### config.mk
export PLATFORM = sky130hd
export DESIGN_NAME = wpcc_divider
export DESIGN_NICKNAME = d
export VERILOG_FILES = /design/src/rtl/wpcc_pkg.sv /design/src/rtl/wpcc_divider.sv
export SDC_FILE = /design/constraint.sdc
export NUM_CORES = 1
export LEC_CHECK = 0
export BUFFER_PORTS_ARGS = -buffer_cell sky130_fd_sc_hd__buf_4
export CORE_UTILIZATION = 40
export CTS_BUF_LIST = sky130_fd_sc_hd__clkbuf_8
export CTS_CLUSTER_DIAMETER = 80
export DETAILED_ROUTE_END_ITERATION = 7
export PLACE_DENSITY = 0.69
export SLEW_MARGIN = 20
export SYNTH_ARGS = -nofsm -noshare
export SYNTH_HDL_FRONTEND = slang
export SYNTH_SLANG_ARGS = --single-unit
### constraint.sdc
create_clock -name clk -period 3.3 [get_ports clk]
set_input_delay 0.165 -clock clk [delete_from_list [all_inputs] [get_ports clk]]
set_output_delay 0.165 -clock clk [all_outputs]
set_load 0.05 [all_outputs]
### src/rtl/wpcc_pkg.sv
// Shared widths, operation codes, divider request types and helpers for the chi2 unit.
package wpcc_pkg;

    // Field widths
    localparam int OP_W    = 3;
    localparam int IDX_W   = 12;
    localparam int WGT_W   = 16;
    localparam int DD_W    = 32;
    localparam int ERR_W   = 16;
    localparam int OUT_W   = 32;
    localparam int CHI_W   = 48;
    localparam int DOF_W   = 16;

    // Accumulator widths
    localparam int SUM_W   = 28;
    localparam int SQ_W    = 44;
    localparam int PAIR_W  = 44;
    localparam int E_W     = 33;

    // Shared multiplier and divider
    localparam int MUL_W   = 32;
    localparam int PROD_W  = 2 * MUL_W;
    localparam int FRAC_SH = 24;
    localparam int TERM_SH = 8;
    localparam int NUM_W   = PAIR_W + FRAC_SH;
    localparam int DEN_W   = 2 * SUM_W - 1;
    localparam int QUO_W   = CHI_W;

    localparam int STAR_DEPTH_DEFAULT = 4096;

    localparam logic [OUT_W-1:0] ONE_Q24 = OUT_W'(1) << FRAC_SH;

    // Operation codes
    localparam logic [OP_W-1:0] OP_LOAD  = 3'd0;
    localparam logic [OP_W-1:0] OP_PAIR  = 3'd1;
    localparam logic [OP_W-1:0] OP_CLOSE = 3'd2;
    localparam logic [OP_W-1:0] OP_POINT = 3'd3;
    localparam logic [OP_W-1:0] OP_CLEAR = 3'd4;

    // Divider request and response
    typedef struct packed {
        logic             start;
        logic [NUM_W-1:0] num;
        logic [DEN_W-1:0] den;
    } div_req_t;

    typedef struct packed {
        logic             done;
        logic [QUO_W-1:0] quotient;
    } div_rsp_t;

    // Clamp a divider quotient to 32 bits
    function automatic logic [OUT_W-1:0] sat32(input logic [QUO_W-1:0] q);
        logic [OUT_W-1:0] r;
        r = (|q[QUO_W-1:OUT_W]) ? {OUT_W{1'b1}} : q[OUT_W-1:0];
        return r;
    endfunction

endpackage

### src/rtl/wpcc_divider.sv
// Radix-2 restoring divider, one quotient bit per cycle, saturating at 48 bits.
module wpcc_divider
(
    input  logic               clk,
    input  logic               rst_n,
    input  wpcc_pkg::div_req_t req,
    output wpcc_pkg::div_rsp_t rsp
);
    import wpcc_pkg::*;

    localparam int CNT_W = $clog2(QUO_W);

    logic             busy_reg, busy_next;
    logic             done_reg, done_next;
    logic [CNT_W-1:0] cnt_reg, cnt_next;
    logic [DEN_W-1:0] rem_reg, rem_next;
    logic [QUO_W-1:0] quo_reg, quo_next;
    logic [DEN_W-1:0] den_reg, den_next;

    logic [DEN_W-1:0] hi_ext;
    logic [DEN_W:0]   shifted;
    logic [DEN_W:0]   trial;
    logic             ge;

    // Upper numerator bits set the overflow check and the first remainder
    assign hi_ext  = DEN_W'(req.num[NUM_W-1:QUO_W]);
    assign shifted = {rem_reg, quo_reg[QUO_W-1]};
    assign trial   = shifted - {1'b0, den_reg};
    assign ge      = (shifted >= {1'b0, den_reg});

    // Step logic
    always_comb
    begin
        busy_next = busy_reg;
        done_next = 1'b0;
        cnt_next  = cnt_reg;
        rem_next  = rem_reg;
        quo_next  = quo_reg;
        den_next  = den_reg;
        if (req.start)
        begin
            den_next = req.den;
            if (hi_ext >= req.den)
            begin
                // quotient does not fit: clamp
                quo_next  = {QUO_W{1'b1}};
                done_next = 1'b1;
                busy_next = 1'b0;
            end
            else
            begin
                rem_next  = hi_ext;
                quo_next  = req.num[QUO_W-1:0];
                cnt_next  = '0;
                busy_next = 1'b1;
            end
        end
        else if (busy_reg)
        begin
            rem_next = ge ? trial[DEN_W-1:0] : shifted[DEN_W-1:0];
            quo_next = {quo_reg[QUO_W-2:0], ge};
            cnt_next = cnt_reg + CNT_W'(1);
            if (cnt_reg == CNT_W'(QUO_W - 1))
            begin
                busy_next = 1'b0;
                done_next = 1'b1;
            end
        end
    end

    // Control registers
    always_ff @(posedge clk or negedge rst_n)
    begin
        if (!rst_n)
        begin
            busy_reg <= 1'b0;
            done_reg <= 1'b0;
            cnt_reg  <= '0;
        end
        else
        begin
            busy_reg <= busy_next;
            done_reg <= done_next;
            cnt_reg  <= cnt_next;
        end
    end

    // Datapath registers
    always_ff @(posedge clk)
    begin
        rem_reg <= rem_next;
        quo_reg <= quo_next;
        den_reg <= den_next;
    end

    assign rsp.done     = done_reg;
    assign rsp.quotient = quo_reg;

endmodule

# After elaboration in Yosys (flattened, before gate mapping)
# Index checks and enable logic that the tools add are counted.
[totals]
reg_bits = 166
latch_bits = 0
ramBits = 0
romBits = 0
inputBits = 126
output_inout_bits = 49
word_cells = 32
mem_count = 0
[op_classes]
addsub = 2
multipliers = 0
div = 0
order_cmp = 2
n_eq_ne = 2
shifts = 0
muxes = 18
bitwise = 0
n_reduce_logical = 2
[op_table]
columns = ["op", "n"]
rows = [
  ["$mux 55", 4],
  ["$mux 48", 3],
  ["$ge 56x55->1", 1],
  ["$ge 20x55->1", 1],
  ["$sub 55x55->55", 1],
  ["$mux 6", 3],
  ["$mux 1", 8],
  ["$add 6x1->6 const B", 1],
  ["$eq 6x6->1 const B", 1],
  ["$ne 2x2->1 const B", 1],
  ["$reduce_and 2->1", 1],
  ["$reduce_bool 2->1", 1],
]

# Longest topological paths before layout
[logic_depth]
ltp_word = 4
mapped_depth = 15
depth_no_buf = 12

# Worst setup path before layout
# OpenSTA, ideal clock, no wires.
[synth_timing]
path_type = "input -> register"
start = "in req[103] in the netlist's numbering"
end = "reg rem_reg[0], enable pin"
setup_ns = 0.409
t_arrival_ns = 2.923
required_time_ns = 2.891
slack_ns = -0.032
stages = 11
n_path_buf = 0
path_cell_list = "inv_1 -> ha_1 -> nand2b_1 -> a21o_1 -> a21o_1 -> a21o_1 -> a21o_1 -> a211o_1 -> a21oi_2 -> nor3_1 -> inv_1"
[synth_between]
elab_chain_cells = 3
[synth_rtl]
columns = ["item", "line", "rtl"]
rows = [
  ["start, declared", "wpcc_divider.sv:6", "input wpcc_pkg::div_req_t req,"],
  ["$ge 20x55->1", "wpcc_divider.sv:43", "if (hi_ext >= req.den)"],
  ["$ne 2x2->1 (no source line)", "-", ""],
  ["$reduce_and 2->1 (no source line)", "-", ""],
  ["end signal, assigned", "wpcc_divider.sv:91", "rem_reg <= rem_next;"],
  ["end, declared", "wpcc_divider.sv:16", "logic [DEN_W-1:0] rem_reg, rem_next;"],
]
# No other way between the ends.
# A chain may end at the register's enable or synchronous reset.

# Worst setup path in the final report
[layout_timing]
start = "reg rem_reg[15]"
end = "reg rem_reg[54] (data pin)"
[layout_between]
elab_chain_cells = 4
elab_cells_between_ends = 5
classes_between = "add/sub (1); order compare (1); mux (3)"
[layout_rtl]
columns = ["item", "line", "rtl"]
rows = [
  ["$sub 55x55->55 / $ge 56x55->1 (equally long branches)", "wpcc_divider.sv:28, wpcc_divider.sv:29", ""],
  ["$mux 55 *", "wpcc_divider.sv:60", "rem_next = ge ? trial[DEN_W-1:0] : shifted[DEN_W-1:0];"],
  ["$mux 55 *", "wpcc_divider.sv:58", "else if (busy_reg)"],
  ["$mux 55 *", "wpcc_divider.sv:40", "if (req.start)"],
]
# Every way passes the cells marked *; elsewhere a longest branch is shown, timed or not. The select of a mux whose other input is x is not followed.

==> reports/results.ini <==
[outcome]
outcome = finished clean

[sta]
worstMarginPinSlew_ns = 0.695
slew_headroom_pct = 53.7
finClkSkew_ns = 0.0213
finalHoldViolCount = 0
post-route-period-util_pct = 95.9
setup_violations = 0
fmax_mhz = 316
timing.hold.ws_ns = 0.0153
period_minus_slack_ns = 3.17
slew_viol_final = 0
rsz0062_at_grt = yes

[min_path]
worstHoldStart = req[116]
min_to = rem_reg[13]
min_path_type = in2reg
worstHoldPathCells = 3

[cts]
clk_latency_ns = 0.47
cts_tree = built
cts_buffers = 17
clockBufferDepth = 2
htree_levels = 4
path_clk_slew_ns = 0.10
cts_sinks = 166
root_buffer = clkbuf_8

[floorplan]
die-height_microns = 165
core_area_sq_um = 26100
start_util_pct = 40.8
die_w_microns = 165
rows = 59
fp.dieArea_sq_um = 27200
ioPinCount = 175

[yosys]
ys.flop_type = edfxtp_1
synth_area_sq_um = 10600
syn_inst = 1075
yosys.area.top_type = edfxtp_1
synth_edf_count = 158
synth_area_per_cell_sq_um = 9.89
syn-num-nets = 1278
synthArstFlopShare_pct = 4.82
yosysWarnings = 0
synth_top_area_share_pct = 44.6
ys_top_cells_by_area = edfxtp_1 45%, ha_1 8.9%, nand2_1 4.5%
ys_seq_area_share_pct = 46.5
synth_cell_types = 73
ys_ff_latch = 166

[route]
vias_per_cell = 5.49
first_pass_iters = 5
num_vias = 9395
route.detailed.drc = 0
routed_wl_mm = 30.9
drt_iter0_markers = 625
wl_per_cell_microns = 18.1
drtAntennaViolNets = 0

[finish]
area_growth_pct = 31.1
utilization_pct = 53.5
final_common_cell = buf_4
layout.nets = 1565
drive_above_1_share_pct = 20.6
finalNonFillerCells = 1710
diodes = 0
mostFrequentLayoutCells = 213 x buf_4, 158 x edfxtp_1, 126 x nand2_1

[placed_design]
dpl.cell_count = 1570
portBuffers = 174
dp_hpwl_mm = 21.9
routabilityCongestion = 0.908

[power_and_ir_drop]
internal_power_mw = 5.97
power_frac_clock_pct = 13.4
ir_drop_mv = 0.308
switching_share_pct = 44.5
power_mw = 10.7
seqPwrFrac_pct = 30.5
p_leak_nw = 6.06
power.share.combinational_pct = 56.1
power_density_nw_per_um2 = 771
power.switching_mw = 4.78

[critical_path]
cp_data_arrival_time_ns = 3.39
cp.required_ns = 3.53
critPathMaxStageDelay_ns = 0.44
cp_cell_sequence = ha_2, and2_1, nand3_1, nor3_1, o21ai_0, nand4_1, o21bai_1, o41a_1, and4_1, a311o_1
slowest_stage = edfxtp_1
critPathTopFamily = simple AND/OR/NAND/NOR gates
crit_type = reg2reg
reg2regPathDepth = 10
cp-start-kind = register
rr_endpoint = rem_reg[54]
cp_max_fo = 6
r2r_start = rem_reg[15]
critical_path_buf_inv_count = 0
r2r_slack_ns = 0.13
crit_path_end_kind = register

[global_routing]
overflow = 0
grt_start_max_net_pins = 117
grt_pass1_wl_mm = 48.1
first_global_vias = 9365
grt_usage_pct = 22.9
antenna_found_initial = 0

[job]
cap_violations = 0

-- per-layer routing --
| layer | global-route usage [%] | vias up | share of wire (%) |
|---|---|---|---|
| li1 | - | 4551 | - |
| met1 | 29.9 | 4456 | 44 |
| met2 | 37.9 | 347 | 47 |
| met3 | 4.95 | 41 | 6.9 |
| met4 | 6.76 | 0 | 2.0 |
| met5 | 0 | - | 0 |
-- worst max path at each step --
stage / from / end / slack, ns / cells past startpoint
after detailed placement: rem_reg[7] / rem_reg[15] / 0.09 / 12
final: rem_reg[15] / rem_reg[54] / 0.13 / 10
after global placement: rem_reg[9] / rem_reg[41] / 0.16 / 10
after floorplan: quo_reg[47] / rem_reg[0] / 0.009 / 14
after global routing: quo_reg[47] / rem_reg[51] / -0.02 / 15
after CTS: rem_reg[7] / rem_reg[16] / 0.04 / 12
-- Yosys cell counts, types with 4 or more instances --
cell and number:
buf_2 13, nand2b_1 6, ha_1 76, a311o_1 4
nand2_1 127, and3_1 11, nand3_1 26, a21o_1 27
inv_1 92, o21ai_1 12, nor2_1 65, nor4_1 14
and2_1 5, o211ai_1 5, xnor2_1 27, or3_1 4
o21ai_0 35, nor2b_1 8, o21bai_1 15, edfxtp_1 158
o22a_1 47, a31oi_1 21, xor2_1 16, nand4_1 20
o21a_1 6, nor3_1 16, a211oi_1 12, buf_4 4
a21oi_1 93, dfrtp_1 8, a211o_1 7, clkbuf_1 32
-- power by group through the flow --
stage / clock network, mW / logic (mW) / registers, mW
6_report: 1.44 / 6.03 / 3.27
5_1_grt: 1.53 / 6.63 / 3.32
4_1_cts: 1.47 / 5.87 / 3.26
3_5_place_dp: 0 / 5.74 / 3.30
3_3_place_gp: 0 / 5.67 / 3.30
2_1_floorplan: 0 / 3.92 / 3.50
-- repair_timing --
action / 4_1_cts / 5_1_grt
buffers inserted: 0 / 7
hold buffers: 101 / 0
endpoints found under the setup margin: 0 / 48
resized for setup: 0 / 10
hold endpoints to repair: 108 / 0
-- final cells by class --
type | count | area, sq um
clock inverters | 15 | 139
fillers | 2275 | 12100
well taps | 335 | 419
clock buffers | 17 | 234
multi-input cells | 766 | 5140
inverters | 92 | 349
flip-flops and latches | 166 | 4940
repair buffers | 319 | 2700
-- worst register-to-register path: cells and delay by family (launching register included) --
family	cells	cell delay [ns]
AOI/OAI and AO/OA	4	0.98
adders and majority gates	1	0.41
DFF	1	0.44
and+or+nand+nor	5	1.12
-- logic make-up (layout without fill, tap and decap cells) --
kind of cell    count (synthesis)  count (layout)  synth area share, %
simple gates                  321             321                 14.2
flops                         166             166                 46.5
fa+ha+maj                      77              77                 9.13
compound gates                321             321                 20.8
xor+xnor                       43              43                 3.54
mux                             4               4                0.412
buf+inv                       143             443                 5.43
-- metrics by stage --
step	cell area (sq um)	TNS (ns)	setup slack (ns)
6_report	13900	0	0.135
3_5_place_dp	12500	0	0.0932
5_1_grt	13900	-0.0203	-0.0203
3_3_place_gp	12500	0	0.159
4_1_cts	13800	0	0.0383
2_1_floorplan	10600	0	0.00928
Note: power is estimated with default switching activity, not from simulation.
